==> config.mk <==
export PLATFORM = sky130hd
export DESIGN_NAME = shape_to_bezier_path_top
export DESIGN_NICKNAME = d
export VERILOG_FILES = /design/src/rtl/core/sbp_pkg.sv /design/src/rtl/core/sbp_front.sv /design/src/rtl/core/sbp_queue.sv /design/src/rtl/core/sbp_back.sv /design/src/rtl/core/shape_to_bezier_path_top.sv
export SDC_FILE = /design/constraint.sdc
export NUM_CORES = 2
export LEC_CHECK = 0
export ABC_AREA = 0
export BUFFER_PORTS_ARGS = -buffer_cell sky130_fd_sc_hd__clkbuf_2
export CAP_MARGIN = 0
export CORE_ASPECT_RATIO = 1.5
export CORE_UTILIZATION = 35
export CTS_BUF_LIST = sky130_fd_sc_hd__clkbuf_8
export DETAILED_ROUTE_END_ITERATION = 10
export HOLD_SLACK_MARGIN = 0.02
export PLACE_DENSITY = 0.47
export SETUP_SLACK_MARGIN = 0.5
export SYNTH_ARGS = -nofsm -noshare
export SYNTH_HDL_FRONTEND = slang
export SYNTH_HIERARCHICAL = 1
export SYNTH_SLANG_ARGS = --single-unit
==> constraint.sdc <==
create_clock -name clk -period 14.3 [get_ports clk]
set_input_delay 0.715 -clock clk [delete_from_list [all_inputs] [get_ports clk]]
set_output_delay 0.715 -clock clk [all_outputs]
set_load 0.005 [all_outputs]
==> src/rtl/core/sbp_pkg.sv <==
package sbp_pkg;

  localparam int COORD_W = 24;
  localparam int SUM_W = COORD_W + 2;
  localparam int STEP_W = 4;

  localparam logic [63:0] KAPPA_Q32 = 64'd2372044936;

  typedef enum logic {
    REQ_RECT,
    REQ_ELLIPSE
  } req_type_t;

  typedef enum logic [1:0] {
    SH_NONE,
    SH_SHARP,
    SH_ROUND,
    SH_ELLIPSE
  } shape_t;

  typedef enum logic [1:0] {
    SEG_MOVE,
    SEG_LINE,
    SEG_CUBIC
  } seg_kind_t;

  typedef enum logic [2:0] {
    TM_ZERO,
    TM_ADD_R,
    TM_SUB_R,
    TM_ADD_A,
    TM_SUB_A
  } term_t;

  typedef struct packed {
    logic  on;
    logic  ext;
    term_t term;
  } coord_op_t;

  typedef struct packed {
    seg_kind_t kind;
    logic      last;
    coord_op_t ex;
    coord_op_t ey;
    coord_op_t c1x;
    coord_op_t c1y;
    coord_op_t c2x;
    coord_op_t c2y;
  } seg_plan_t;

  typedef struct packed {
    shape_t                      shape;
    logic signed [COORD_W-1:0]   pos_x;
    logic signed [COORD_W-1:0]   pos_y;
    logic signed [COORD_W-1:0]   size_w;
    logic signed [COORD_W-1:0]   size_h;
    logic signed [COORD_W-1:0]   r_x;
    logic signed [COORD_W-1:0]   r_y;
    logic signed [COORD_W-1:0]   a_x;
    logic signed [COORD_W-1:0]   a_y;
  } job_t;

  function automatic logic signed [COORD_W-1:0] sat_coord(input logic signed [SUM_W-1:0] v);
    logic signed [SUM_W-1:0] hi;
    logic signed [SUM_W-1:0] lo;
    begin
      hi = SUM_W'(2 ** (COORD_W - 1) - 1);
      lo = -SUM_W'(2 ** (COORD_W - 1));
      if (v > hi) begin
        sat_coord = hi[COORD_W-1:0];
      end else if (v < lo) begin
        sat_coord = lo[COORD_W-1:0];
      end else begin
        sat_coord = v[COORD_W-1:0];
      end
    end
  endfunction

endpackage

==> src/rtl/core/sbp_front.sv <==
module sbp_front
  import sbp_pkg::*;
#(
  parameter int COORD_FRAC_BITS = 8,
  parameter int KAPPA_FRAC_BITS = 16
) (
  input  logic                      clk,
  input  logic                      rst,
  input  logic                      in_valid,
  output logic                      in_ready,
  input  logic                      req_type,
  input  logic signed [COORD_W-1:0] pos_x,
  input  logic signed [COORD_W-1:0] pos_y,
  input  logic signed [COORD_W-1:0] size_w,
  input  logic signed [COORD_W-1:0] size_h,
  input  logic signed [COORD_W-1:0] rad_x,
  input  logic signed [COORD_W-1:0] rad_y,
  output logic                      push_valid,
  input  logic                      push_ready,
  output job_t                      push_job
);

  localparam int KW = KAPPA_FRAC_BITS + 1;
  localparam int MW = COORD_W - 1;
  localparam int PW = MW + KW;
  localparam logic [63:0] KAPPA_FULL =
    (KAPPA_Q32 + (64'd1 << (31 - KAPPA_FRAC_BITS))) >> (32 - KAPPA_FRAC_BITS);
  localparam logic [KW-1:0] KAPPA_Q = KW'(KAPPA_FULL);
  localparam logic [KW-1:0] ONE_MINUS_K = KW'((64'd1 << KAPPA_FRAC_BITS) - KAPPA_FULL);
  localparam logic [PW-1:0] ROUND_HALF = PW'(64'd1 << (KAPPA_FRAC_BITS - 1));
  localparam logic signed [COORD_W-1:0] RX_MIN =
    COORD_W'(((64'd1 << COORD_FRAC_BITS) + 64'd99999) / 64'd100000);
  localparam logic signed [COORD_W-1:0] RY_MIN =
    COORD_W'(((64'd1 << COORD_FRAC_BITS) + 64'd9999) / 64'd10000);

  // classify stage
  logic signed [COORD_W-1:0] rx0, ry0, rx1, ry1, rxc, ryc, hw, hh;
  logic [COORD_W:0]          w_sum, h_sum;
  shape_t                    shape_in;
  logic signed [COORD_W-1:0] r_x_in, r_y_in;

  logic                      a_valid;
  shape_t                    a_shape;
  logic signed [COORD_W-1:0] a_pos_x, a_pos_y, a_size_w, a_size_h, a_r_x, a_r_y;

  logic                      b_ready, a_ready;

  // scale stage
  logic [MW-1:0]             mx, my;
  logic [KW-1:0]             coef;
  logic [PW-1:0]             prod_x, prod_y, rnd_x, rnd_y;

  always_comb begin
    rx0 = (rad_x < 0 && rad_y > 0) ? rad_y : rad_x;
    ry0 = (rad_y < 0 && rx0 > 0) ? rx0 : rad_y;
    rx1 = (rx0 < 0) ? '0 : rx0;
    ry1 = (ry0 < 0) ? '0 : ry0;
    w_sum = {size_w[COORD_W-1], size_w} + {{COORD_W{1'b0}}, size_w[COORD_W-1]};
    h_sum = {size_h[COORD_W-1], size_h} + {{COORD_W{1'b0}}, size_h[COORD_W-1]};
    hw = $signed(w_sum[COORD_W:1]);
    hh = $signed(h_sum[COORD_W:1]);
    rxc = (rx1 > hw) ? hw : rx1;
    ryc = (ry1 > hh) ? hh : ry1;
    if (req_type == REQ_ELLIPSE) begin
      r_x_in = rad_x;
      r_y_in = rad_y;
      shape_in = (rad_x > 0 && rad_y > 0) ? SH_ELLIPSE : SH_NONE;
    end else begin
      r_x_in = rxc;
      r_y_in = ryc;
      if (size_w == '0 || size_h == '0) begin
        shape_in = SH_NONE;
      end else if (rxc < RX_MIN || ryc < RY_MIN) begin
        shape_in = SH_SHARP;
      end else begin
        shape_in = SH_ROUND;
      end
    end
  end

  assign b_ready = !push_valid || push_ready;
  assign a_ready = !a_valid || b_ready;
  assign in_ready = a_ready;

  always_comb begin
    mx = (a_r_x > 0) ? a_r_x[MW-1:0] : '0;
    my = (a_r_y > 0) ? a_r_y[MW-1:0] : '0;
    coef = (a_shape == SH_ELLIPSE) ? KAPPA_Q : ONE_MINUS_K;
    prod_x = PW'(mx) * PW'(coef);
    prod_y = PW'(my) * PW'(coef);
    rnd_x = prod_x + ROUND_HALF;
    rnd_y = prod_y + ROUND_HALF;
  end

  always_ff @(posedge clk) begin
    if (rst) begin
      a_valid <= 1'b0;
      push_valid <= 1'b0;
    end else begin
      if (a_ready) begin
        a_valid <= in_valid && (shape_in != SH_NONE);
      end
      if (b_ready) begin
        push_valid <= a_valid;
      end
    end
  end

  always_ff @(posedge clk) begin
    if (a_ready && in_valid) begin
      a_shape <= shape_in;
      a_pos_x <= pos_x;
      a_pos_y <= pos_y;
      a_size_w <= size_w;
      a_size_h <= size_h;
      a_r_x <= r_x_in;
      a_r_y <= r_y_in;
    end
    if (b_ready && a_valid) begin
      push_job.shape <= a_shape;
      push_job.pos_x <= a_pos_x;
      push_job.pos_y <= a_pos_y;
      push_job.size_w <= a_size_w;
      push_job.size_h <= a_size_h;
      push_job.r_x <= a_r_x;
      push_job.r_y <= a_r_y;
      push_job.a_x <= {1'b0, rnd_x[KAPPA_FRAC_BITS +: MW]};
      push_job.a_y <= {1'b0, rnd_y[KAPPA_FRAC_BITS +: MW]};
    end
  end

endmodule

==> src/rtl/core/sbp_queue.sv <==
module sbp_queue
  import sbp_pkg::*;
#(
  parameter int DEPTH = 4
) (
  input  logic clk,
  input  logic rst,
  input  logic push_valid,
  output logic push_ready,
  input  job_t push_job,
  output logic pop_valid,
  input  logic pop_ready,
  output job_t pop_job
);

  localparam int PTR_W = (DEPTH > 1) ? $clog2(DEPTH) : 1;
  localparam int CNT_W = $clog2(DEPTH + 1);
  localparam logic [PTR_W-1:0] PTR_LAST = PTR_W'(DEPTH - 1);
  localparam logic [CNT_W-1:0] CNT_FULL = CNT_W'(DEPTH);

  job_t             slots [DEPTH];
  logic [PTR_W-1:0] wr_ptr, rd_ptr;
  logic [CNT_W-1:0] count;
  logic             push_fire, pop_fire;

  assign push_ready = (count != CNT_FULL);
  assign pop_valid = (count != '0);
  assign pop_job = slots[rd_ptr];
  assign push_fire = push_valid && push_ready;
  assign pop_fire = pop_valid && pop_ready;

  always_ff @(posedge clk) begin
    if (rst) begin
      wr_ptr <= '0;
      rd_ptr <= '0;
      count <= '0;
    end else begin
      if (push_fire) begin
        wr_ptr <= (wr_ptr == PTR_LAST) ? '0 : wr_ptr + 1'b1;
      end
      if (pop_fire) begin
        rd_ptr <= (rd_ptr == PTR_LAST) ? '0 : rd_ptr + 1'b1;
      end
      if (push_fire && !pop_fire) begin
        count <= count + 1'b1;
      end else if (pop_fire && !push_fire) begin
        count <= count - 1'b1;
      end
    end
  end

  always_ff @(posedge clk) begin
    if (push_fire) begin
      slots[wr_ptr] <= push_job;
    end
  end

endmodule

==> src/rtl/core/sbp_back.sv <==
module sbp_back
  import sbp_pkg::*;
(
  input  logic                      clk,
  input  logic                      rst,
  input  logic                      pop_valid,
  output logic                      pop_ready,
  input  job_t                      pop_job,
  output logic                      out_valid,
  input  logic                      out_ready,
  output logic [1:0]                seg_kind,
  output logic signed [COORD_W-1:0] end_x,
  output logic signed [COORD_W-1:0] end_y,
  output logic signed [COORD_W-1:0] ctl1_x,
  output logic signed [COORD_W-1:0] ctl1_y,
  output logic signed [COORD_W-1:0] ctl2_x,
  output logic signed [COORD_W-1:0] ctl2_y,
  output logic                      last
);

  localparam coord_op_t OFF = '0;

  function automatic coord_op_t co(input logic e, input term_t t);
    coord_op_t o;
    begin
      o.on = 1'b1;
      o.ext = e;
      o.term = t;
      co = o;
    end
  endfunction

  function automatic logic [STEP_W-1:0] last_step(input shape_t s);
    begin
      last_step = (s == SH_ROUND) ? STEP_W'(8) : STEP_W'(4);
    end
  endfunction

  function automatic seg_plan_t seg_plan(input shape_t s, input logic [STEP_W-1:0] st);
    seg_plan_t p;
    begin
      p.kind = SEG_LINE;
      p.last = (st == last_step(s));
      p.ex = co(1'b0, TM_ZERO);
      p.ey = co(1'b0, TM_ZERO);
      p.c1x = OFF;
      p.c1y = OFF;
      p.c2x = OFF;
      p.c2y = OFF;
      case (s)
        SH_ROUND: begin
          case (st)
            4'd0: begin
              p.kind = SEG_MOVE;
              p.ex = co(1'b0, TM_ADD_R);
            end
            4'd1: begin
              p.ex = co(1'b1, TM_SUB_R);
            end
            4'd2: begin
              p.kind = SEG_CUBIC;
              p.ex = co(1'b1, TM_ZERO);
              p.ey = co(1'b0, TM_ADD_R);
              p.c1x = co(1'b1, TM_SUB_A);
              p.c1y = co(1'b0, TM_ZERO);
              p.c2x = co(1'b1, TM_ZERO);
              p.c2y = co(1'b0, TM_ADD_A);
            end
            4'd3: begin
              p.ex = co(1'b1, TM_ZERO);
              p.ey = co(1'b1, TM_SUB_R);
            end
            4'd4: begin
              p.kind = SEG_CUBIC;
              p.ex = co(1'b1, TM_SUB_R);
              p.ey = co(1'b1, TM_ZERO);
              p.c1x = co(1'b1, TM_ZERO);
              p.c1y = co(1'b1, TM_SUB_A);
              p.c2x = co(1'b1, TM_SUB_A);
              p.c2y = co(1'b1, TM_ZERO);
            end
            4'd5: begin
              p.ex = co(1'b0, TM_ADD_R);
              p.ey = co(1'b1, TM_ZERO);
            end
            4'd6: begin
              p.kind = SEG_CUBIC;
              p.ey = co(1'b1, TM_SUB_R);
              p.c1x = co(1'b0, TM_ADD_A);
              p.c1y = co(1'b1, TM_ZERO);
              p.c2x = co(1'b0, TM_ZERO);
              p.c2y = co(1'b1, TM_SUB_A);
            end
            4'd7: begin
              p.ey = co(1'b0, TM_ADD_R);
            end
            default: begin
              p.kind = SEG_CUBIC;
              p.ex = co(1'b0, TM_ADD_R);
              p.c1x = co(1'b0, TM_ZERO);
              p.c1y = co(1'b0, TM_ADD_A);
              p.c2x = co(1'b0, TM_ADD_A);
              p.c2y = co(1'b0, TM_ZERO);
            end
          endcase
        end
        SH_ELLIPSE: begin
          p.kind = SEG_CUBIC;
          case (st)
            4'd0: begin
              p.kind = SEG_MOVE;
              p.ex = co(1'b0, TM_ADD_R);
            end
            4'd1: begin
              p.ey = co(1'b0, TM_ADD_R);
              p.c1x = co(1'b0, TM_ADD_R);
              p.c1y = co(1'b0, TM_ADD_A);
              p.c2x = co(1'b0, TM_ADD_A);
              p.c2y = co(1'b0, TM_ADD_R);
            end
            4'd2: begin
              p.ex = co(1'b0, TM_SUB_R);
              p.c1x = co(1'b0, TM_SUB_A);
              p.c1y = co(1'b0, TM_ADD_R);
              p.c2x = co(1'b0, TM_SUB_R);
              p.c2y = co(1'b0, TM_ADD_A);
            end
            4'd3: begin
              p.ey = co(1'b0, TM_SUB_R);
              p.c1x = co(1'b0, TM_SUB_R);
              p.c1y = co(1'b0, TM_SUB_A);
              p.c2x = co(1'b0, TM_SUB_A);
              p.c2y = co(1'b0, TM_SUB_R);
            end
            default: begin
              p.ex = co(1'b0, TM_ADD_R);
              p.c1x = co(1'b0, TM_ADD_A);
              p.c1y = co(1'b0, TM_SUB_R);
              p.c2x = co(1'b0, TM_ADD_R);
              p.c2y = co(1'b0, TM_SUB_A);
            end
          endcase
        end
        default: begin
          // sharp outline: corner, then clockwise around the box
          case (st)
            4'd0: begin
              p.kind = SEG_MOVE;
            end
            4'd1: begin
              p.ex = co(1'b1, TM_ZERO);
            end
            4'd2: begin
              p.ex = co(1'b1, TM_ZERO);
              p.ey = co(1'b1, TM_ZERO);
            end
            4'd3: begin
              p.ey = co(1'b1, TM_ZERO);
            end
            default: begin
            end
          endcase
        end
      endcase
      seg_plan = p;
    end
  endfunction

  function automatic logic signed [COORD_W-1:0] coord(
    input coord_op_t                 op,
    input logic signed [COORD_W-1:0] base,
    input logic signed [COORD_W-1:0] ext,
    input logic signed [COORD_W-1:0] r,
    input logic signed [COORD_W-1:0] a
  );
    logic signed [SUM_W-1:0] t;
    logic signed [SUM_W-1:0] e;
    logic signed [SUM_W-1:0] b;
    begin
      b = {{2{base[COORD_W-1]}}, base};
      e = op.ext ? {{2{ext[COORD_W-1]}}, ext} : '0;
      case (op.term)
        TM_ADD_R: t = {{2{r[COORD_W-1]}}, r};
        TM_SUB_R: t = -{{2{r[COORD_W-1]}}, r};
        TM_ADD_A: t = {{2{a[COORD_W-1]}}, a};
        TM_SUB_A: t = -{{2{a[COORD_W-1]}}, a};
        default:  t = '0;
      endcase
      coord = op.on ? sat_coord(b + e + t) : '0;
    end
  endfunction

  job_t              cur;
  logic              busy;
  logic [STEP_W-1:0] step;
  seg_plan_t         plan;
  logic              out_load, pop_fire;

  assign plan = seg_plan(cur.shape, step);
  assign out_load = busy && (!out_valid || out_ready);
  assign pop_ready = !busy || (out_load && plan.last);
  assign pop_fire = pop_valid && pop_ready;

  always_ff @(posedge clk) begin
    if (rst) begin
      busy <= 1'b0;
      out_valid <= 1'b0;
      step <= '0;
    end else begin
      if (pop_fire) begin
        busy <= 1'b1;
        step <= '0;
      end else if (out_load) begin
        busy <= !plan.last;
        step <= step + 1'b1;
      end
      if (out_load) begin
        out_valid <= 1'b1;
      end else if (out_ready) begin
        out_valid <= 1'b0;
      end
    end
  end

  always_ff @(posedge clk) begin
    if (pop_fire) begin
      cur <= pop_job;
    end
    if (out_load) begin
      seg_kind <= plan.kind;
      last <= plan.last;
      end_x <= coord(plan.ex, cur.pos_x, cur.size_w, cur.r_x, cur.a_x);
      end_y <= coord(plan.ey, cur.pos_y, cur.size_h, cur.r_y, cur.a_y);
      ctl1_x <= coord(plan.c1x, cur.pos_x, cur.size_w, cur.r_x, cur.a_x);
      ctl1_y <= coord(plan.c1y, cur.pos_y, cur.size_h, cur.r_y, cur.a_y);
      ctl2_x <= coord(plan.c2x, cur.pos_x, cur.size_w, cur.r_x, cur.a_x);
      ctl2_y <= coord(plan.c2y, cur.pos_y, cur.size_h, cur.r_y, cur.a_y);
    end
  end

  a_step_in_range: assert property (@(posedge clk) disable iff (rst)
    busy |-> step <= last_step(cur.shape))
    else $error("segment step beyond end of shape");

  a_handover_at_end: assert property (@(posedge clk) disable iff (rst)
    pop_fire && busy |-> out_load && plan.last)
    else $error("new shape taken before previous one finished");

  a_move_not_last: assert property (@(posedge clk) disable iff (rst)
    out_valid && seg_kind == SEG_MOVE |-> !last)
    else $error("outline closed on a move beat");

endmodule

==> src/rtl/core/shape_to_bezier_path_top.sv <==
// Turns one rectangle or ellipse request per input beat into a closed outline,
// one path segment per output beat: a move, then lines and cubic Beziers, with
// last set on the closing segment. A rounded rectangle gives nine beats, a sharp
// rectangle or an ellipse five, and an empty rectangle or an ellipse without a
// positive radius gives none. The segment sequencer in the back end emits one
// beat per cycle while out_ready does not stall it; new requests keep entering
// through the two-stage front end (radius fix-up and classification, then the
// kappa multiply) and wait in the job queue while it is busy. The first segment
// of an idle block passes the front-end registers, the queue and the job
// register of the back end. Coordinates are Q15.8 and every sum saturates.
module shape_to_bezier_path_top
  import sbp_pkg::*;
#(
  parameter int COORD_FRAC_BITS = 8,
  parameter int KAPPA_FRAC_BITS = 16,
  parameter int QUEUE_DEPTH = 4
) (
  input  logic                      clk,
  input  logic                      rst,
  input  logic                      in_valid,
  output logic                      in_ready,
  input  logic                      req_type,
  input  logic signed [COORD_W-1:0] pos_x,
  input  logic signed [COORD_W-1:0] pos_y,
  input  logic signed [COORD_W-1:0] size_w,
  input  logic signed [COORD_W-1:0] size_h,
  input  logic signed [COORD_W-1:0] rad_x,
  input  logic signed [COORD_W-1:0] rad_y,
  output logic                      out_valid,
  input  logic                      out_ready,
  output logic [1:0]                seg_kind,
  output logic signed [COORD_W-1:0] end_x,
  output logic signed [COORD_W-1:0] end_y,
  output logic signed [COORD_W-1:0] ctl1_x,
  output logic signed [COORD_W-1:0] ctl1_y,
  output logic signed [COORD_W-1:0] ctl2_x,
  output logic signed [COORD_W-1:0] ctl2_y,
  output logic                      last
);

  logic push_valid, push_ready, pop_valid, pop_ready;
  job_t push_job, pop_job;

  sbp_front #(
    .COORD_FRAC_BITS(COORD_FRAC_BITS),
    .KAPPA_FRAC_BITS(KAPPA_FRAC_BITS)
  ) u_front (
    .clk(clk),
    .rst(rst),
    .in_valid(in_valid),
    .in_ready(in_ready),
    .req_type(req_type),
    .pos_x(pos_x),
    .pos_y(pos_y),
    .size_w(size_w),
    .size_h(size_h),
    .rad_x(rad_x),
    .rad_y(rad_y),
    .push_valid(push_valid),
    .push_ready(push_ready),
    .push_job(push_job)
  );

  sbp_queue #(
    .DEPTH(QUEUE_DEPTH)
  ) u_queue (
    .clk(clk),
    .rst(rst),
    .push_valid(push_valid),
    .push_ready(push_ready),
    .push_job(push_job),
    .pop_valid(pop_valid),
    .pop_ready(pop_ready),
    .pop_job(pop_job)
  );

  sbp_back u_back (
    .clk(clk),
    .rst(rst),
    .pop_valid(pop_valid),
    .pop_ready(pop_ready),
    .pop_job(pop_job),
    .out_valid(out_valid),
    .out_ready(out_ready),
    .seg_kind(seg_kind),
    .end_x(end_x),
    .end_y(end_y),
    .ctl1_x(ctl1_x),
    .ctl1_y(ctl1_y),
    .ctl2_x(ctl2_x),
    .ctl2_y(ctl2_y),
    .last(last)
  );

endmodule

==> flow_summary_export.csv <==
group,metric,value,unit
cts,cts_buffers,222,
critical_path,critPathSlowestCell,"and2_1",
final_layout,syn2layout_area_growth,11.2,%
min_path,hold_class,"in -> reg",
route,drc,0,
power,ir_worst_vdd,0.000160,V
global_routing,grt_antenna_before_repair,14,
power,p_per_area,213,nW/um^2
final_layout,nets,8824,
power,p_int,0.0122,W
logic_synthesis,avgSynthCellArea,12.7,sq um
power,p_sw,0.00929,W
route,dr_wl_met3,11.1,mm
route,drt_wl_total,273,mm
cts,htreeDepth,4,
placed_design,dp.cells,10700,
critical_path,cp.required,14930,ps
route,highest_layer,"met5",
critical_path,start_kind,"flip-flop",
die,start_util,35.2,%
route,drt-pass1-iter-count,8,
route,wl_met2,142,mm
route,wl_per_cell,24.6,microns
sta,finalCritPeriodShare,59.7,%
logic_synthesis,ys_types,101,
global_routing,first_global_vias,60700,
die,num_rows,228,
global_routing,grt_pass1_wl,403,mm
sta,layout_min_cycle_time,8540,ps
cts,cts-root-buf,"clkbuf_8",
die,die-area,261000,sq um
sta,final_hold_viol_count,0,
cts,clkSlewWorstSetupHoldPaths,60,ps
power,combPwrFrac,51.1,%
critical_path,crit_fanout,25,
final_layout,layout-drive-gt1-share,12.3,%
logic_synthesis,ys_warn_count,6,
route,post_drt_via_cell_ratio,5.17,
sta,max_freq,0.117,GHz
logic_synthesis,netlist_area,90700,sq um
final_layout,mostFrequentLayoutCells,"edfxtp_1 (1,455), inv_1 (975), fa_1 (616)",
cts,cts_setup_buffers,0,
die,coreArea,257000,sq um
global_routing,grt_usage,20.8,%
critical_path,crit_family,"adder cells",
route,wl_met1,112,mm
critical_path,arrival,9170,ps
critical_path,endpoint_kind,"flip-flop",
route,antenna_left,0,
logic_synthesis,async_flop_share,0,%
placed_design,port_buffers,297,
logic_synthesis,synth_ff_type,"edfxtp_1",
sta,hold_ws,139,ps
critical_path,cpPeakStageDelay,880,ps
power,power_frac_seq,33.0,%
sta,timing.setup.tns,0,ps
global_routing,grt_overflow,0,
power,switching_share,43.2,%
power,clockPowerShare,15.9,%
critical_path,critPathBufInv,6,
sta,timing.max_slew.rel_slack,17.1,%
logic_synthesis,ys_ff_latch,1472,
critical_path,crit_type,"reg -> reg",
global_routing,grt_max_degree,129,
sta,worst_slew_pin_slew,1230,ps
sta,setup_ws,5760,ps
route,dr_total_vias,57500,
placed_design,place_congestion,0.940,
sta,report.final.slew_viol_count,0,
run_status,status,"completed",
sta,clock_skew,96.9,ps
placed_design,place_worst_setup_slack,5830,ps
final_layout,instances_no_fill,11100,
die,io_pins,298,
logic_synthesis,yosysSeqAreaShare,48.6,%
route,drt-initial-drc-count,3743,
logic_synthesis,netlist_instances,7121,
die,die_h,625,microns
final_layout,layout_commonest_cell,"edfxtp_1",
die,die_x,418,microns
sta,setup_viol,0,
critical_path,cp_common_cell,"fa_1",
power,p_leak,40.6,nW
cts,clk_path_buf_depth,4,
cts,insertion_delay,940,ps
flow_run,drv_cap,0,
placed_design,hpwl,210,mm
cts,cts.sinks,1472,
cts,cts_tree,"yes",
logic_synthesis,synth-edff-count,1455,
sta,rsz0062_at_grt,"false",
final timing paths:
kind / to / slack (ps) / from / cells past startpoint
max: u_front/push_job[45]$_DFFE_PP_ / 5760 / u_front/a_shape[0]$_DFFE_PP_ / 25
max reg2reg: u_front/push_job[45]$_DFFE_PP_ / 5760 / u_front/a_shape[0]$_DFFE_PP_ / 25
min reg2reg: u_front/push_job[111]$_DFFE_PP_ / 360 / u_front/a_size_h[15]$_DFFE_PP_ / 0
min: u_front/a_size_h[1]$_DFFE_PP_ / 140 / size_h[1] / 1
registers in the layout, summed over array words and instances (netlist names), 4 cells and up, named ones only:
register / count
u_queue/slots: 776
u_back/ctl2_y: 24
u_back/ctl1_y: 24
u_front/a_pos_x: 24
u_back/end_y: 24
u_front/a_size_w: 24
u_front/a_r_y: 24
u_front/a_size_h: 24
u_front/a_r_x: 24
u_back/ctl1_x: 24
u_back/step: 4
u_front/push_job: 192
u_back/end_x: 24
u_back/ctl2_x: 24
u_back/cur: 194
u_front/a_pos_y: 24
synth_stat cells, types with 46 or more instances:
| library cell | number | area [sq um] |
|---|---|---|
| xnor2_1 | 139 | 1220 |
| nand2_1 | 493 | 1850 |
| nor2_1 | 256 | 961 |
| a21o_1 | 142 | 1070 |
| ha_1 | 573 | 7170 |
| xor2_1 | 107 | 937 |
| nand3_1 | 71 | 355 |
| edfxtp_1 | 1455 | 43700 |
| o21ai_0 | 458 | 2290 |
| o31ai_1 | 46 | 345 |
| and2_1 | 91 | 569 |
| fa_1 | 616 | 12300 |
| nor2b_1 | 71 | 444 |
| a21oi_1 | 291 | 1460 |
| clkbuf_1 | 225 | 845 |
| mux4_2 | 194 | 4370 |
| and3_1 | 61 | 382 |
| inv_1 | 915 | 3430 |
| nor3_1 | 140 | 701 |
metrics by stage:
stage                     area, sq um  power, W  utilization [%]
after floorplan                 90700    0.0143                -
after global placement          96000    0.0182             37.3
after detailed placement        96000    0.0182             37.3
after CTS                      101000    0.0218             39.2
after global routing           101000    0.0232             39.2
final                          101000    0.0215             39.2
timing repair:
action	in CTS	in global routing
hold buffers	55	0
hold endpoints to repair	55	0
resized for setup	0	0
layer usage:
metal / vias up / track usage [%]
met3: 367 / 2.50
met2: 1485 / 37.6
li1: 26200 / -
met4: 8 / 6.54
met1: 29400 / 25.7
met5: - / 0
cells by family (layout without fill, tap and decap cells):
kind of cell / after synthesis / after routing / share of synthesized area (%)
xor gates and xnor gates: 246 / 246 / 2.38
other: 1 / 12 / 0.00414
and+or+nand+nor: 1452 / 1452 / 7.88
DFF: 1472 / 1472 / 48.6
muxes: 239 / 239 / 5.34
adders and majority gates: 1189 / 1189 / 21.5
AOI/OAI and AO/OA: 1315 / 1315 / 9.11
buffers and inverters: 1207 / 1738 / 5.22
power by group through the flow:
stage	sequential, W	combinational (W)	clock [W]
floorplan	0.00664	0.00764	0
global placement	0.00719	0.0110	0
detailed placement	0.00719	0.0110	0
CTS	0.00711	0.0111	0.00356
global route	0.00718	0.0123	0.00372
finish	0.00709	0.0110	0.00343
area by class of cell:
cell class | count | area [sq um]
well taps | 3450 | 4320
clock buffers | 223 | 3070
repair buffers | 427 | 2710
clock inverters | 173 | 1250
diodes | 5 | 12.5
flip-flops and latches | 1472 | 44000
inverters | 915 | 3430
multi-input cells | 4448 | 42000
fillers | 24800 | 156000
Power figures use the tool's default switching activity.
